File: src/hw/rtl/steering_button_command_mapper_defines.svh
// Assertion macros for the steering button command mapper.
`ifndef STEERING_BUTTON_COMMAND_MAPPER_DEFINES_SVH
`define STEERING_BUTTON_COMMAND_MAPPER_DEFINES_SVH

`ifndef ASSERT_OFF
`define SBCM_ASSERT(lbl, prop, msg) \
  lbl: assert property (@(posedge clk_i) disable iff (!rst_ni) prop) else $error(msg);
`define SBCM_ASSERT_ALWAYS(lbl, prop, msg) \
  lbl: assert property (@(posedge clk_i) prop) else $error(msg);
`else
`define SBCM_ASSERT(lbl, prop, msg)
`define SBCM_ASSERT_ALWAYS(lbl, prop, msg)
`endif

`endif

File: src/hw/rtl/sbcm_pkg.sv
package sbcm_pkg;

  typedef enum logic [1:0] {
    OP_TICK    = 2'd0,
    OP_EVENT   = 2'd1,
    OP_RESTART = 2'd2
  } op_e;

  typedef enum logic [3:0] {
    EV_NEXT_REL = 4'd0,
    EV_PREV_REL = 4'd1,
    EV_VOLUP    = 4'd2,
    EV_VOLDN    = 4'd3,
    EV_NEXT     = 4'd4,
    EV_PREV     = 4'd5,
    EV_RT       = 4'd6,
    EV_DIAL     = 4'd7,
    EV_DIAL1S   = 4'd8,
    EV_DIALREL  = 4'd9,
    EV_ACC      = 4'd10,
    EV_START    = 4'd11,
    EV_ON       = 4'd12,
    EV_OTHER    = 4'd13
  } event_e;

  typedef enum logic [3:0] {
    CMD_NONE      = 4'd0,
    CMD_TUNER_REL = 4'd1,
    CMD_TUNEL_REL = 4'd2,
    CMD_VOLUP     = 4'd3,
    CMD_VOLDN     = 4'd4,
    CMD_TUNER     = 4'd5,
    CMD_TUNEL     = 4'd6,
    CMD_SOURCE    = 4'd7,
    CMD_ANSWER    = 4'd8,
    CMD_REJECT    = 4'd9,
    CMD_FOLDERUP  = 4'd10,
    CMD_FOLDERDN  = 4'd11,
    CMD_MUTE      = 4'd12
  } cmd_e;

  typedef enum logic [1:0] {
    DIAL_IDLE    = 2'd0,
    DIAL_PRESSED = 2'd1,
    DIAL_HELD    = 2'd2
  } dial_e;

  typedef enum logic [1:0] {
    IGN_NONE  = 2'd0,
    IGN_ACC   = 2'd1,
    IGN_START = 2'd2
  } ign_e;

  typedef enum logic [1:0] {
    CFG_ALT_MODE_TICKS       = 2'd0,
    CFG_AFTER_COMMAND_TICKS  = 2'd1,
    CFG_STARTUP_WINDOW_TICKS = 2'd2
  } cfg_idx_e;

  localparam int unsigned AltW     = 16;
  localparam int unsigned StartupW = 14;

  localparam logic [AltW-1:0]     AltModeTicksRst       = 16'd3000;
  localparam logic [AltW-1:0]     AfterCommandTicksRst  = 16'd10;
  localparam logic [StartupW-1:0] StartupWindowTicksRst = 14'd12000;

  localparam logic [StartupW-1:0] Win0Lo = 14'd10000;
  localparam logic [StartupW-1:0] Win0Hi = 14'd11000;
  localparam logic [StartupW-1:0] Win1Lo = 14'd6000;
  localparam logic [StartupW-1:0] Win1Hi = 14'd7000;
  localparam logic [StartupW-1:0] Win2Lo = 14'd1000;
  localparam logic [StartupW-1:0] Win2Hi = 14'd2000;

endpackage

File: src/hw/rtl/steering_button_command_mapper.sv
// Each input transfer's result lands in the output register in the next cycle.
// Throughput: 1 item per cycle while results are taken; a new item enters as one leaves.
// The state update and command decode sit between the input port and the result register.
// Reset (rst_ni low, async): timers, modes and output valid clear, startup timer
// loads 12000 and the configuration registers take their default values.
`include "steering_button_command_mapper_defines.svh"

module steering_button_command_mapper (
  input  logic        clk_i,
  input  logic        rst_ni,
  input  logic        cfg_we_i,
  input  logic [1:0]  cfg_idx_i,
  input  logic [15:0] cfg_data_i,
  input  logic        in_valid_i,
  output logic        in_ready_o,
  input  logic [1:0]  op_i,
  input  logic [3:0]  event_code_i,
  input  logic        watchdog_restart_i,
  output logic        out_valid_o,
  input  logic        out_ready_i,
  output logic [3:0]  command_o,
  output logic        alt_mode_active_o,
  output logic        source_blocked_o
);

  logic [sbcm_pkg::AltW-1:0]     alt_mode_ticks_q;
  logic [sbcm_pkg::AltW-1:0]     after_cmd_ticks_q;
  logic [sbcm_pkg::StartupW-1:0] startup_win_q;

  logic [sbcm_pkg::AltW-1:0]     alt_timer_q, alt_timer_d;
  logic                          alt_hold_q, alt_hold_d;
  logic [sbcm_pkg::StartupW-1:0] startup_timer_q, startup_timer_d;
  logic                          src_sup_q, src_sup_d;
  sbcm_pkg::dial_e               dial_q, dial_d;
  sbcm_pkg::ign_e                ign_q, ign_d;

  sbcm_pkg::cmd_e                cmd_d, command_q;
  logic                          out_valid_q;
  logic                          in_fire;
  logic                          alt_zero;
  logic [sbcm_pkg::StartupW-1:0] st_dec;

  assign in_ready_o = !out_valid_q || out_ready_i;
  assign in_fire    = in_valid_i && in_ready_o;
  assign alt_zero   = (alt_timer_q == '0);
  assign st_dec     = startup_timer_q - 1'b1;

  always_ff @(posedge clk_i or negedge rst_ni) begin
    if (!rst_ni) begin
      alt_mode_ticks_q  <= sbcm_pkg::AltModeTicksRst;
      after_cmd_ticks_q <= sbcm_pkg::AfterCommandTicksRst;
      startup_win_q     <= sbcm_pkg::StartupWindowTicksRst;
    end else if (cfg_we_i) begin
      unique case (sbcm_pkg::cfg_idx_e'(cfg_idx_i))
        sbcm_pkg::CFG_ALT_MODE_TICKS:       alt_mode_ticks_q  <= cfg_data_i;
        sbcm_pkg::CFG_AFTER_COMMAND_TICKS:  after_cmd_ticks_q <= cfg_data_i;
        sbcm_pkg::CFG_STARTUP_WINDOW_TICKS: startup_win_q     <= cfg_data_i[sbcm_pkg::StartupW-1:0];
        default: ;
      endcase
    end
  end

  always_comb begin
    alt_timer_d     = alt_timer_q;
    alt_hold_d      = alt_hold_q;
    startup_timer_d = startup_timer_q;
    src_sup_d       = src_sup_q;
    dial_d          = dial_q;
    ign_d           = ign_q;
    cmd_d           = sbcm_pkg::CMD_NONE;
    unique case (sbcm_pkg::op_e'(op_i))
      sbcm_pkg::OP_TICK: begin
        if (!alt_zero && !alt_hold_q) begin
          alt_timer_d = alt_timer_q - 1'b1;
        end
        if (startup_timer_q != '0) begin
          startup_timer_d = st_dec;
          src_sup_d = (st_dec > sbcm_pkg::Win0Lo && st_dec < sbcm_pkg::Win0Hi) ||
                      (st_dec > sbcm_pkg::Win1Lo && st_dec < sbcm_pkg::Win1Hi) ||
                      (st_dec > sbcm_pkg::Win2Lo && st_dec < sbcm_pkg::Win2Hi);
        end
      end
      sbcm_pkg::OP_EVENT: begin
        unique case (sbcm_pkg::event_e'(event_code_i))
          sbcm_pkg::EV_NEXT_REL: begin
            if (alt_zero) cmd_d = sbcm_pkg::CMD_TUNER_REL;
          end
          sbcm_pkg::EV_PREV_REL: begin
            if (alt_zero) cmd_d = sbcm_pkg::CMD_TUNEL_REL;
          end
          sbcm_pkg::EV_VOLUP: begin
            if (alt_zero) begin
              cmd_d = sbcm_pkg::CMD_VOLUP;
            end else begin
              cmd_d       = sbcm_pkg::CMD_ANSWER;
              alt_timer_d = after_cmd_ticks_q;
            end
          end
          sbcm_pkg::EV_VOLDN: begin
            if (alt_zero) begin
              cmd_d = sbcm_pkg::CMD_VOLDN;
            end else begin
              cmd_d       = sbcm_pkg::CMD_REJECT;
              alt_timer_d = after_cmd_ticks_q;
            end
          end
          sbcm_pkg::EV_NEXT: begin
            if (alt_zero) begin
              cmd_d = sbcm_pkg::CMD_TUNER;
            end else begin
              cmd_d       = sbcm_pkg::CMD_FOLDERUP;
              alt_timer_d = after_cmd_ticks_q;
            end
          end
          sbcm_pkg::EV_PREV: begin
            if (alt_zero) begin
              cmd_d = sbcm_pkg::CMD_TUNEL;
            end else begin
              cmd_d       = sbcm_pkg::CMD_FOLDERDN;
              alt_timer_d = after_cmd_ticks_q;
            end
          end
          sbcm_pkg::EV_RT: begin
            if (!src_sup_q) begin
              if (alt_zero) begin
                cmd_d = sbcm_pkg::CMD_SOURCE;
              end else begin
                cmd_d       = sbcm_pkg::CMD_MUTE;
                alt_timer_d = after_cmd_ticks_q;
              end
            end
          end
          sbcm_pkg::EV_DIAL:   dial_d = sbcm_pkg::DIAL_PRESSED;
          sbcm_pkg::EV_DIAL1S: dial_d = sbcm_pkg::DIAL_HELD;
          sbcm_pkg::EV_DIALREL: begin
            if (dial_q == sbcm_pkg::DIAL_PRESSED) begin
              alt_hold_d = 1'b0;
            end else if (dial_q == sbcm_pkg::DIAL_HELD) begin
              alt_hold_d = 1'b1;
            end
            dial_d      = sbcm_pkg::DIAL_IDLE;
            alt_timer_d = alt_zero ? alt_mode_ticks_q : '0;
          end
          sbcm_pkg::EV_ACC: begin
            ign_d           = sbcm_pkg::IGN_ACC;
            startup_timer_d = startup_win_q;
          end
          sbcm_pkg::EV_START: ign_d = sbcm_pkg::IGN_START;
          sbcm_pkg::EV_ON: begin
            if (ign_q == sbcm_pkg::IGN_START) begin
              startup_timer_d = startup_win_q;
            end
            ign_d = sbcm_pkg::IGN_NONE;
          end
          default: ;
        endcase
      end
      sbcm_pkg::OP_RESTART: begin
        alt_timer_d     = '0;
        alt_hold_d      = 1'b0;
        src_sup_d       = 1'b0;
        dial_d          = sbcm_pkg::DIAL_IDLE;
        ign_d           = sbcm_pkg::IGN_NONE;
        startup_timer_d = watchdog_restart_i ? '0 : startup_win_q;
      end
      default: ;
    endcase
  end

  always_ff @(posedge clk_i or negedge rst_ni) begin
    if (!rst_ni) begin
      alt_timer_q     <= '0;
      alt_hold_q      <= 1'b0;
      startup_timer_q <= sbcm_pkg::StartupWindowTicksRst;
      src_sup_q       <= 1'b0;
      dial_q          <= sbcm_pkg::DIAL_IDLE;
      ign_q           <= sbcm_pkg::IGN_NONE;
    end else if (in_fire) begin
      alt_timer_q     <= alt_timer_d;
      alt_hold_q      <= alt_hold_d;
      startup_timer_q <= startup_timer_d;
      src_sup_q       <= src_sup_d;
      dial_q          <= dial_d;
      ign_q           <= ign_d;
    end
  end

  always_ff @(posedge clk_i or negedge rst_ni) begin
    if (!rst_ni) begin
      out_valid_q <= 1'b0;
    end else if (in_ready_o) begin
      out_valid_q <= in_valid_i;
    end
  end

  // result payload, no reset
  logic alt_act_q, src_blk_q;
  always_ff @(posedge clk_i) begin
    if (in_fire) begin
      command_q <= cmd_d;
      alt_act_q <= (alt_timer_d != '0);
      src_blk_q <= src_sup_d;
    end
  end

  assign out_valid_o       = out_valid_q;
  assign command_o         = command_q;
  assign alt_mode_active_o = alt_act_q;
  assign source_blocked_o  = src_blk_q;

  `SBCM_ASSERT(a_alt_flag_tracks_timer, in_fire |=> (alt_mode_active_o == (alt_timer_q != '0)), "alt_mode_active_o disagrees with alternate timer")
  `SBCM_ASSERT(a_src_flag_tracks_state, in_fire |=> (source_blocked_o == src_sup_q), "source_blocked_o disagrees with suppression state")
  `SBCM_ASSERT(a_cmd_only_on_event, (in_fire && op_i != sbcm_pkg::OP_EVENT) |=> (command_o == sbcm_pkg::CMD_NONE), "command issued for a tick or restart")
  `SBCM_ASSERT(a_hold_freezes_timer, (in_fire && op_i == sbcm_pkg::OP_TICK && alt_hold_q) |=> $stable(alt_timer_q), "alternate timer counted while held")
  `SBCM_ASSERT_ALWAYS(a_reset_clears_valid, $rose(rst_ni) |-> !out_valid_o, "output valid on reset release")

endmodule
File: config.mk
export PLATFORM = sky130hd
export DESIGN_NAME = steering_button_command_mapper
export DESIGN_NICKNAME = d
export VERILOG_FILES = /design/src/hw/rtl/sbcm_pkg.sv /design/src/hw/rtl/steering_button_command_mapper.sv
export VERILOG_INCLUDE_DIRS = /design/src /design/src/hw/rtl
export SDC_FILE = /design/constraint.sdc
export NUM_CORES = 1
export LEC_CHECK = 0
export ABC_AREA = 1
export BUFFER_PORTS_ARGS = -buffer_cell sky130_fd_sc_hd__buf_2
export CAP_MARGIN = 20
export CELL_PAD_IN_SITES_DETAIL_PLACEMENT = 1
export CELL_PAD_IN_SITES_GLOBAL_PLACEMENT = 2
export CORE_MARGIN = 3
export CORE_UTILIZATION = 37
export DETAILED_ROUTE_END_ITERATION = 7
export PLACE_DENSITY_LB_ADDON = 0.1
export SYNTH_ARGS = -nofsm -noshare
export SYNTH_HDL_FRONTEND = slang
export SYNTH_SLANG_ARGS = --single-unit
File: constraint.sdc
create_clock -name clk_i -period 4.7 [get_ports clk_i]
set_clock_uncertainty 0.15 [all_clocks]
set_input_delay 0.47 -clock clk_i [delete_from_list [all_inputs] [get_ports clk_i]]
set_output_delay 0.47 -clock clk_i [all_outputs]
set_load 0.01 [all_outputs]
Word-level counts from Yosys, hierarchy flattened
Index checks and enable logic that the tools add are counted.

Register bits: 89. Output and inout port bits: 8. Word-level logic and storage cells: 104.

$lt $le $gt $ge: 6. Eq/ne operators: 26. Reductions and logical operators: 27. Muxes and demuxes: 30. $add $sub $neg: 2.

Operators by type and width (number): 16-bit case mux with 3 select lines (2); 16-bit two-way mux (4); 14-bit two-way mux (3); 14-bit case mux with 3 select lines (1); 14-bit case mux with 2 select lines (1); 4-bit case mux with 7 select lines (1); 4-bit two-way mux (6); 4-bit equality test (second input constant) (5); 4-bit by 3-bit equality test with 1-bit output (second input constant) (4); 16-bit zero test (1); 16-bit nonzero test (1); 16-bit by 1-bit subtractor with 16-bit output (second input constant) (1); 14-bit by 10-bit greater-than comparator with 1-bit output (second input constant) (1); 14-bit by 13-bit greater-than comparator with 1-bit output (second input constant) (1); 14-bit greater-than comparator (second input constant) (1); 14-bit by 11-bit < comparator with 1-bit output (second input constant) (1); 14-bit by 13-bit < comparator with 1-bit output (second input constant) (1); 14-bit < comparator (second input constant) (1); 14-bit nonzero test (1); 14-bit by 1-bit subtractor with 14-bit output (second input constant) (1); 2-bit case mux with 3 select lines (2); 2-bit equality test (second input constant) (4); 4-bit by 2-bit equality test with 1-bit output (second input constant) (2); 2-bit case mux with 2 select lines (2); other kinds (23) (43).

Depth between registers and ports, before layout
Gate-level depths: netlist of run 1.

Word-level depth: 7. Depth in mapped cells: 17. Mapped depth without buffers: 17.

Worst setup path after synthesis of run 1
OpenSTA, ideal clock, no wires.

Kind: reg2reg. Start point: reg alt_timer_q[0] in the netlist's numbering. End point: reg alt_act_q, in the netlist alt_mode_active_o (data pin). Cell stages (with the launch flop): 16. Data arrival time: 1.912 ns. Buffers on the path: 1. Slack: 2.378 ns. Period minus slack after synthesis: 2.322 ns. Data required time: 4.290 ns. Cell sequence: dfrtp_1 -> inv_1 -> ha_1 -> nand2_4 -> nor2_4 -> nand2_4 -> nand2_8 -> inv_2 -> buf_6 -> or2_1 -> o211ai_2 -> nand2_1 -> a21oi_2 -> nand2_1 -> nor2_1 -> nand3_1.

Word-level cells in the longest chain between the ends: 6. Elaborated cells on any way between the ends: 11.

RTL lines: from (decl) (line steering_button_command_mapper.sv:30) `logic [sbcm_pkg::AltW-1:0] alt_timer_q, alt_timer_d;`; from (signal assigned) (line steering_button_command_mapper.sv:179) `alt_timer_q <= alt_timer_d;`; branches (longest 4 deep; another with 16-bit by 1-bit subtractor with 16-bit output); 16-bit case mux with 3 select lines * (line steering_button_command_mapper.sv:71) `unique case (sbcm_pkg::op_e'(op_i))`; 16-bit nonzero test * (line steering_button_command_mapper.sv:201) `alt_act_q <= (alt_timer_d != '0);`; to (signal assigned) (line steering_button_command_mapper.sv:201); to (decl) (line steering_button_command_mapper.sv:197) `logic alt_act_q, src_blk_q;`.

Mark *: on every way between the ends. A chain may end at the register's enable or synchronous reset.

Worst setup path in the final report of run 1
Start point: in op_i[1]. End point: reg alt_act_q, in the netlist alt_mode_active_o (data pin).

Word-level cells in the longest chain between the ends: 3. Elaborated cells on any way between the ends: 5.

RTL lines: from (decl) (line steering_button_command_mapper.sv:16) `input logic [1:0] op_i,`; 2-bit equality test, or another cell as far along (line steering_button_command_mapper.sv:71); 16-bit case mux with 3 select lines * (line steering_button_command_mapper.sv:71); 16-bit nonzero test * (line steering_button_command_mapper.sv:201).

Mark *: on every way between the ends. The rest lies on a longest branch, timed or not.

==> results of run 1 <==
logic make-up (layout without fill, tap and decap cells):
logic type | count (synthesis) | after routing
AND/OR/NAND/NOR | 448 | 448
buffers and inverters | 144 | 173
flip-flops | 89 | 89
adder cells (fa/ha/maj) | 8 | 8
XOR/XNOR | 12 | 12
AO/OA/AOI/OAI | 139 | 139
layer usage:
metal  GRT usage, %  vias up  routed length, um
li1               -     2724                  -
met1           30.0     2671               8690
met2           39.1       69               9070
met3           2.97       25                435
met4           6.78        0                333
met5              0        -                  0
flip-flops by register name, summed over array words and instances (netlist names):
name / cells
alt_mode_ticks_q: 16
alt_timer_q: 16
alt_mode_active_o: 1
src_sup_q: 1
ign_q: 2
alt_hold_q: 1
out_valid_o: 1
command_o: 4
startup_timer_q: 14
after_cmd_ticks_q: 16
startup_win_q: 14
source_blocked_o: 1
dial_q: 2
tightest hold or removal path: stages:
cell and delay, ns:
buf_2 0.09, inv_1 0.05, o21ai_0 0.07
worst paths after layout:
check	start	end	slack, ns	cells past startpoint
setup / recovery	op_i[1]	alt_mode_active_o	1.88	11
hold / removal	cfg_data_i[15]	after_cmd_ticks_q[15]	0.23	3
setup reg to reg	alt_timer_q[0]	alt_mode_active_o	1.95	14
hold reg to reg	startup_win_q[8]	startup_win_q[8]	0.34	2
max in group asynchronous	rst_ni	alt_mode_ticks_q[9]	2.84	3
min in group asynchronous	rst_ni	startup_timer_q[8]	0.52	2
synth_stat cells:
| library cell | n | area share [%] |
|---|---|---|
| inv_2 | 12 | 0.78 |
| dfrtp_1 | 60 | 26 |
| nor4_1 | 1 | 0.11 |
| nand2_8 | 1 | 0.35 |
| clkbuf_1 | 15 | 0.97 |
| a31oi_1 | 5 | 0.54 |
| o22ai_1 | 14 | 1.5 |
| o211ai_1 | 10 | 1.3 |
| nand2_1 | 268 | 17 |
| nor2_4 | 9 | 1.8 |
| buf_2 | 7 | 0.61 |
| nor3_1 | 3 | 0.26 |
| a211oi_1 | 1 | 0.13 |
| o31ai_1 | 2 | 0.26 |
| nor2_1 | 80 | 5.2 |
| a21o_1 | 1 | 0.13 |
| o21ai_1 | 17 | 1.5 |
| inv_1 | 101 | 6.6 |
| a21oi_2 | 1 | 0.15 |
| clkinv_1 | 3 | 0.19 |
| nand3_2 | 1 | 0.17 |
| nand2_4 | 2 | 0.39 |
| o21ai_0 | 70 | 6.1 |
| nor2_2 | 5 | 0.54 |
| xor2_1 | 12 | 1.8 |
| and2_1 | 1 | 0.11 |
| ha_1 | 8 | 1.7 |
| or2_1 | 1 | 0.11 |
| nand2_2 | 4 | 0.43 |
| buf_1 | 2 | 0.13 |
| dfstp_2 | 23 | 10 |
| buf_4 | 1 | 0.13 |
| a22oi_1 | 2 | 0.26 |
| o211ai_2 | 1 | 0.22 |
| o21bai_1 | 2 | 0.26 |
| nand3_1 | 63 | 5.5 |
| nor3b_1 | 1 | 0.13 |
| nand4_1 | 7 | 0.76 |
| buf_6 | 3 | 0.58 |
| o221a_2 | 1 | 0.19 |
| edfxtp_1 | 6 | 3.1 |
| nand3_4 | 1 | 0.30 |
| a21oi_1 | 12 | 1.0 |
cells in the final DEF (no fill, tap or decap), types with 4 or more instances in the layout:
cell	instances
nor2_4	9
nand2_2	4
nand2_1	268
ha_1	8
a21oi_1	12
inv_1	101
nor2_1	80
nor2_2	5
buf_2	36
edfxtp_1	6
o21ai_1	17
xor2_1	12
o211ai_1	10
o21ai_0	70
dfstp_2	23
clkbuf_16	10
inv_2	12
dfrtp_1	60
nand4_1	7
a31oi_1	5
o22ai_1	14
nand3_1	63
area by class of cell:
class                      count  share of cell area, %
sequential                    89                   35.5
inverter                     116                   6.77
clock inverter                 4                  0.525
tap                          211                   4.10
timing repair buffer          41                   3.66
multi-input combinational    607                   45.4
clock buffer                  12                   4.01
metrics by stage:
stage / setup WS (ns) / instance area (um2) / instances / util [%] / total power [mW]
2_1_floorplan: 2.38 / 5780 / 840 / - / 2.01
3_3_place_gp: 1.60 / 6100 / 1061 / 40.0 / 2.33
3_5_place_dp: 1.56 / 6100 / 1061 / 40.0 / 2.37
4_1_cts: 1.92 / 6400 / 1078 / 42.0 / 3.11
5_1_grt: 1.67 / 6430 / 1080 / 42.2 / 3.35
6_report: 1.88 / 6430 / 1080 / 42.2 / 3.09
power groups by stage:
stage	logic, mW	registers [mW]	clock network (mW)
floorplan	0.936	1.08	0
global placement	1.18	1.15	0
detailed placement	1.22	1.16	0
CTS	1.22	1.14	0.747
global route	1.41	1.16	0.782
finish	1.22	1.14	0.731
==> flow_summary.yaml, run 1 <==
min_path:
  hp-class: "in2reg"
finish:
  fillers: 1965
  antenna_cells: 0
  multiInputGateArea_um2: 2920
  area_delta_synth_final_pct: 11.3
  drive_gt1_share_pct: 13.2
  seq_area_um2: 2290
  nets: 902
critical_path:
  path_cells: "buf_2, inv_1, ha_1, clkinv_1, nor2_1, nand2_1, nand3_1, nor2_1, nand3_1, nor2_1, nand3_1"
  cp.arrival_ns: 2.88
  critical_path_class: "in2reg"
  critical_path_buf_inv_count: 3
  slowest_delay_ns: 0.75
  slowest_stage: "nor2_1"
  cp-end-kind: "register"
  cp_top_family: "simple AND/OR/NAND/NOR gates"
  path_max_fanout: 11
  start_kind: "primary input"
  worstPathRequired_ns: 4.77
timing:
  finalHoldViolations: 0
  min_period_ns: 2.82
  tightestPinTransition_ns: 0.936
  fin_crit_sh_pct: 59.9
  max_slew_margin_pct: 37.4
  hold_ws_ns: 0.227
  slew_violations: 0
  setup_viol: 0
  rsz0062_at_grt: "false"
  timing.fmax_mhz: 355
  finalSetupTns_ns: 0
clock_tree:
  cts_setup_buffers: 0
  ctsResizeCount: 0
  clk_path_buf_depth: 2
  cts.reportedPaths.clkPinSlew_ns: 0.07
  cts_tree: "yes"
  cts_htree_levels: 3
  worstSkewPairLatency_ns: 0.35
  clkSinkCount: 89
  numCtsBuffers: 9
  root_buffer: "clkbuf_16"
  holdBufCountCts: 1
flow_run:
  drv_cap: 0
synthesis:
  yosysUniqueCellTypes: 43
  synth_area_um2: 5780
  synth_top_family_by_area: "simple AND/OR/NAND/NOR gates"
  yosys_register_bits: 89
  muxShareOfSynthArea_pct: 0
  synth-simple-area-share_pct: 33.4
  postSynthAreaPerCell_um2: 6.88
  seq_area_frac_synth_pct: 39.5
  synth_xor_area_share_pct: 1.82
  synthAdderAreaFrac_pct: 1.73
  yosysWarningCount: 0
  synth_compound_area_share_pct: 13.5
  synth_nets: 878
  netlist_instances: 840
power:
  swShare_pct: 43.3
  internal-power_mw: 1.75
  p_sw_mw: 1.34
  p_seq_share_pct: 36.9
  p_comb_share_pct: 39.4
  p_per_area_nw_per_um2: 480
  p_clk_share_pct: 23.7
  leakage_nw: 3.14
  irDropWorstVdd_mv: 0.198
routing:
  drc: 0
  dr.pass1.iters: 4
  drt_iter0_drc: 259
  wire_per_inst_um: 17.2
  ant_nets: 0
  post_drt_via_cell_ratio: 5.08
  via_count: 5489
  drt_wl_total_um: 18500
floorplanning:
  die_y_um: 131
  die_x_um: 131
  io_pins: 38
  die_area_um2: 17200
  initial_core_util_pct: 37.9
  rows: 45
  design.core.area_um2: 15300
placed_design:
  port_buffers: 37
  place_congestion: 0.971
  dp_hpwl_um: 14300
global_routing:
  gr-total-overflow: 0
  grt_usage_pct: 22.8
  grt_pass1_wl_um: 30100
  grt_max_degree: 43
  antenna_found_initial: 0
  first_global_vias: 5704
status:
  outcome: "completed"
Power figures use the tool's default switching activity.
==> run 2: changes to the inputs <==
--- a/config.mk
+++ b/config.mk
@@ -12,7 +12,7 @@
 export CELL_PAD_IN_SITES_DETAIL_PLACEMENT = 1
 export CELL_PAD_IN_SITES_GLOBAL_PLACEMENT = 2
 export CORE_MARGIN = 3
-export CORE_UTILIZATION = 37
+export CORE_UTILIZATION = 35
 export DETAILED_ROUTE_END_ITERATION = 7
 export PLACE_DENSITY_LB_ADDON = 0.1
 export SYNTH_ARGS = -nofsm -noshare
==> constraint.sdc (replaced) <==
create_clock -name clk_i -period 2.8 [get_ports clk_i]
set_clock_uncertainty 0.15 [all_clocks]
set_input_delay 0.28 -clock clk_i [delete_from_list [all_inputs] [get_ports clk_i]]
set_output_delay 0.28 -clock clk_i [all_outputs]
set_load 0.01 [all_outputs]
==> run 2 against run 1 <==
Compared with the run above: power is 72% higher; wire length is 2.3% higher; non-clock buffer count is 20 higher; critical endpoint unchanged; hold slack worse by 0.19 ns; combinational power is 75% higher.
==> flow_summary.yaml, run 2 (synthesis results as in run 1) <==
finish:
  area_delta_synth_final_pct: 14.5
  nets: 922
  drive_gt1_share_pct: 15.9
  antenna_cells: 0
  layout_commonest_cell: "nand2_1"
  stdcell_count: 1105
  largestRegisters: "after_cmd_ticks_q (16), alt_mode_ticks_q (16), alt_timer_q (16)"
  fillers: 2120
  mostFrequentLayoutCells: "268 x nand2_1, 100 x inv_1, 79 x nor2_1, 70 x o21ai_0, 63 x nand3_1"
floorplanning:
  design.core.area_um2: 16000
  initial_core_util_pct: 36.1
  io_pins: 38
  die_y_um: 135
  die_x_um: 135
  die_area_um2: 18100
  rows: 46
min_path:
  hp-class: "in2reg"
  min_from: "cfg_data_i[8]"
  hold_depth: 3
  hold_end: "alt_mode_ticks_q[8]"
timing:
  rsz0062_at_grt: "true"
  max_slew_margin_pct: 43.4
  setup_viol: 0
  timing.fmax_mhz: 390
  slew_violations: 0
  finalHoldViolations: 0
  postLayoutSetupSlackWorst_ns: 0.237
  min_period_ns: 2.56
  fin_crit_sh_pct: 91.5
  hold_ws_ns: 0.0334
  tightestPinTransition_ns: 0.848
clock_tree:
  root_buffer: "clkbuf_16"
  cts_setup_buffers: 0
  cts_tree: "yes"
  numCtsBuffers: 9
  cts.reportedPaths.clkPinSlew_ns: 0.07
  cts_htree_levels: 3
  clkSinkCount: 89
  worstSkewPairLatency_ns: 0.36
  clk_path_buf_depth: 2
placed_design:
  placed_cells: 1088
  port_buffers: 37
  place_ws_ns: 0.0256
  dp_hpwl_um: 14600
  place_congestion: 0.916
global_routing:
  grt_usage_pct: 22.1
  first_global_vias: 5897
  grt_pass1_wl_um: 31300
  antenna_found_initial: 0
  gr-total-overflow: 0
  grt_max_degree: 44
critical_path:
  crit_cells: 15
  slowest_delay_ns: 0.41
  cp.arrival_ns: 2.52
  critical_path_class: "reg2reg"
  path_cells: "inv_2, ha_2, nand2_4, nor2_4, nand3_4, nand2_4, inv_2, nand2_1, nand3_1, nand2_1, nand2_1, nor2_1, nand2_1, nor2_1, nand3_1"
  critical_path_buf_inv_count: 2
  rrSetupSlack_ns: 0.24
  rr_worst_depth: 15
  worstPathRequired_ns: 2.75
  cp_top_family: "simple AND/OR/NAND/NOR gates"
  critPathMostFrequentCell: "nand2_1"
  start_kind: "register"
  rr_endpoint: "alt_mode_active_o"
  r2r-start: "alt_timer_q[0]"
  slowest_stage: "dfrtp_1"
  cp-end-kind: "register"
  path_max_fanout: 10
routing:
  post_drt_via_cell_ratio: 5.08
  via_count: 5616
  drt_iter0_drc: 383
  dr.pass1.iters: 4
  wire_per_inst_um: 17.2
  ant_nets: 0
  drt_wl_total_um: 19000
  drc: 0
power:
  leakage_nw: 3.24
  finalPower_mw: 5.31
  p_per_area_nw_per_um2: 802
  irDropWorstVdd_mv: 0.333
status:
  outcome: "completed"
flow_run:
  drv_cap: 0
==> run 2: layer usage <==
metal	vias to the layer above	wire (um)	track usage [%]
li1	2768	-	-
met1	2737	8940	30.2
met2	80	9060	36.3
met3	31	543	2.83
met4	0	410	7.35
met5	-	0	0
==> run 2: stage by stage <==
step	util [%]	setup TNS, ns	cell area, um2
2_1_floorplan	-	0	5780
3_3_place_gp	39.3	0	6290
3_5_place_dp	39.3	0	6290
4_1_cts	41.3	0	6600
5_1_grt	41.4	-0.0107	6620
6_report	41.4	0	6620
==> run 2: area by class of cell <==
type,count,area (um2),share of cell area [%]
Multi-Input combinational cell,607,2940,44.4
Tap cell,216,270,4.08
Clock inverter,5,62.6,0.945
Timing Repair Buffer,61,383,5.78
Inverter,116,435,6.58
Clock buffer,11,243,3.67
Sequential cell,89,2290,34.5
==> run 2: what timing repair did <==
| action | in CTS | in global routing |
|---|---|---|
| hold buffers | 1 | 0 |
| hold endpoints to repair | 28 | 0 |
| setup endpoints to repair | 0 | 2 |
| resized for setup | 0 | 6 |
==> run 2: worst max path at each step <==
| stage | start | to |
|---|---|---|
| final | alt_timer_q[0] | alt_mode_active_o |
| after global routing | alt_timer_q[0] | alt_mode_active_o |
| after CTS | alt_timer_q[0] | alt_mode_active_o |
| after detailed placement | alt_timer_q[0] | alt_mode_active_o |
| after global placement | alt_timer_q[0] | alt_mode_active_o |
| after floorplan | alt_timer_q[0] | alt_mode_active_o |
==> run 2: where the power goes <==
group          switching, mW  internal (mW)  total, mW
Clock                  0.577          0.725       1.30
Sequential             0.252           1.61       1.87
Combinational           1.43          0.705       2.14
==> run 2: tightest hold or removal path, stage by stage <==
cell	delay, ns
buf_2	0.09
inv_1	0.07
o21ai_0	0.09
==> run 3: changes to the inputs <==
--- a/config.mk
+++ b/config.mk
@@ -12,9 +12,10 @@
 export CELL_PAD_IN_SITES_DETAIL_PLACEMENT = 1
 export CELL_PAD_IN_SITES_GLOBAL_PLACEMENT = 2
 export CORE_MARGIN = 3
-export CORE_UTILIZATION = 35
+export CORE_UTILIZATION = 31
 export DETAILED_ROUTE_END_ITERATION = 7
 export PLACE_DENSITY_LB_ADDON = 0.1
+export SKIP_CTS_REPAIR_TIMING = 1
 export SYNTH_ARGS = -nofsm -noshare
 export SYNTH_HDL_FRONTEND = slang
 export SYNTH_SLANG_ARGS = --single-unit
==> constraint.sdc (replaced) <==
create_clock -name clk_i -period 2.2 [get_ports clk_i]
set_clock_uncertainty 0.15 [all_clocks]
set_input_delay 0.22 -clock clk_i [delete_from_list [all_inputs] [get_ports clk_i]]
set_output_delay 0.22 -clock clk_i [all_outputs]
set_load 0.01 [all_outputs]
==> run 3 against run 2 <==
Compared with the run above: the flow now finishes with violations (negative hold slack, negative setup slack); count of clock-buffer cells in the layout fell by 1; utilization rose by 2.4 points; maximum frequency rose by 10%; global-route usage fell by 1.2 points; final area rose by 20%; first-iteration DRC count fell by 43%; flip-flop and latch count did not move; clock power rose by 17%; via count rose by 7.4%; highest routed layer unchanged; hold slack got worse by 0.062 ns; non-clock buffer count rose by 99; final cell count rose by 10%.
==> flow_summary.yaml, run 3 (synthesis results as in run 1) <==
global_routing:
  grt_pass1_wl_um: 33000
  first_global_vias: 6404
  antenna_found_initial: 0
  grt_usage_pct: 20.8
  grt_max_degree: 35
  gr-total-overflow: 0
placed_design:
  dp_hpwl_um: 16200
  place_ws_ns: -0.262
  place_congestion: 0.946
  placed_cells: 1180
  port_buffers: 37
floorplanning:
  io_pins: 38
  die_x_um: 143
  rows: 49
  die_area_um2: 20300
  initial_core_util_pct: 31.9
  die_y_um: 143
  design.core.area_um2: 18100
power:
  p_per_area_nw_per_um2: 1020
  irDropWorstVdd_mv: 0.453
  leakage_nw: 3.85
timing:
  finalSetupTns_ns: -0.157
  rsz0062_at_grt: "true"
  timing.fmax_mhz: 430
  fin_crit_sh_pct: 106
  finalHoldViolations: 10
  max_slew_margin_pct: 34.2
  slew_violations: 0
  min_period_ns: 2.33
  postLayoutSetupSlackWorst_ns: -0.126
  hold_ws_ns: -0.0286
  tightestPinTransition_ns: 0.984
  setup_viol: 2
critical_path:
  start_kind: "register"
  path_max_fanout: 10
  cp.arrival_ns: 2.29
  critical_path_class: "reg2reg"
  rrSetupSlack_ns: -0.13
  cp-end-kind: "register"
  worstPathRequired_ns: 2.16
finish:
  drive_gt1_share_pct: 35.5
  nets: 1021
  stdcell_count: 1217
  largestRegisters: "after_cmd_ticks_q (16), alt_mode_ticks_q (16), alt_timer_q (16)"
  area_delta_synth_final_pct: 37.4
  mostFrequentLayoutCells: "226 x nand2_1, 105 x buf_4, 93 x inv_1, 62 x o21ai_0, 56 x dfrtp_1"
  antenna_cells: 0
  layout_commonest_cell: "nand2_1"
routing:
  drt_iter0_drc: 220
  drc: 0
  post_drt_via_cell_ratio: 4.96
  dr.pass1.iters: 4
  via_count: 6033
  drt_wl_total_um: 21000
  ant_nets: 0
  wire_per_inst_um: 17.3
clock_tree:
  worstSkewPairLatency_ns: 0.36
  cts_htree_levels: 3
  numCtsBuffers: 9
  clk_path_buf_depth: 2
  cts.reportedPaths.clkPinSlew_ns: 0.08
  clkSinkCount: 89
  cts_tree: "yes"
  root_buffer: "clkbuf_16"
min_path:
  hp-class: "in2reg"
flow_run:
  drv_cap: 0
status:
  violations: "negative hold slack, negative setup slack"
  outcome: "finished with violations"
run 3: layer usage:
metal  part of all wire (%)  vias up  GRT usage (%)
met1                     44     2989           26.0
met5                      0        -              0
met2                     52       57           37.2
met3                    2.4       21           3.06
li1                       -     2966              -
met4                    1.5        0           6.00
run 3: area by class of cell:
cell class              instances  area, um2
multi-input cells             607       3430
inverters                     116        445
repair buffers                160       1220
well taps                     229        287
clock inverters                 6       50.0
clock buffers                  10        229
fillers                      2301      10200
flip-flops and latches         89       2290
run 3: through the flow:
step	utilization, %	hold WS (ns)	power, mW	area (um2)
2_1_floorplan	-	-0.226	4.32	5800
3_3_place_gp	38.2	0.0698	5.64	6930
3_5_place_dp	38.2	0.0688	5.77	6930
4_1_cts	39.7	-0.309	7.34	7210
5_1_grt	43.8	0.00262	8.73	7950
6_report	43.8	-0.0286	8.10	7950
run 3: path summary, 6_finish.rpt:
| kind | from | endpoint | cells past startpoint |
|---|---|---|---|
| worst max-delay path | alt_timer_q[0] | alt_mode_active_o | 15 |
| worst max register to register | alt_timer_q[0] | alt_mode_active_o | 15 |
| min in group asynchronous | rst_ni | startup_timer_q[8] | 2 |
| max in group asynchronous | rst_ni | alt_mode_ticks_q[4] | 3 |
| worst min register to register | after_cmd_ticks_q[13] | after_cmd_ticks_q[13] | 2 |
| worst min-delay path | cfg_data_i[11] | startup_win_q[11] | 3 |
run 3: critical path: stages (launching register included):
cell and delay, ns:
dfrtp_1 0.39, inv_2 0.08, ha_4 0.16, nand2_4 0.07, nor2_4 0.13, nand3_4 0.15, nand2_4 0.16, inv_4 0.08
nand3_1 0.07, nand3_1 0.08, nand2_1 0.08, nand3_2 0.09, nor2_1 0.10, nand2_1 0.07, nor2_2 0.12, nand3_1 0.08
run 3: power breakdown:
part	total, mW	internal, mW	switching, mW	leakage (nW)
Sequential	2.37	2.06	0.314	1.05
Combinational	4.20	1.74	2.46	2.67
Clock	1.52	0.783	0.739	0.132
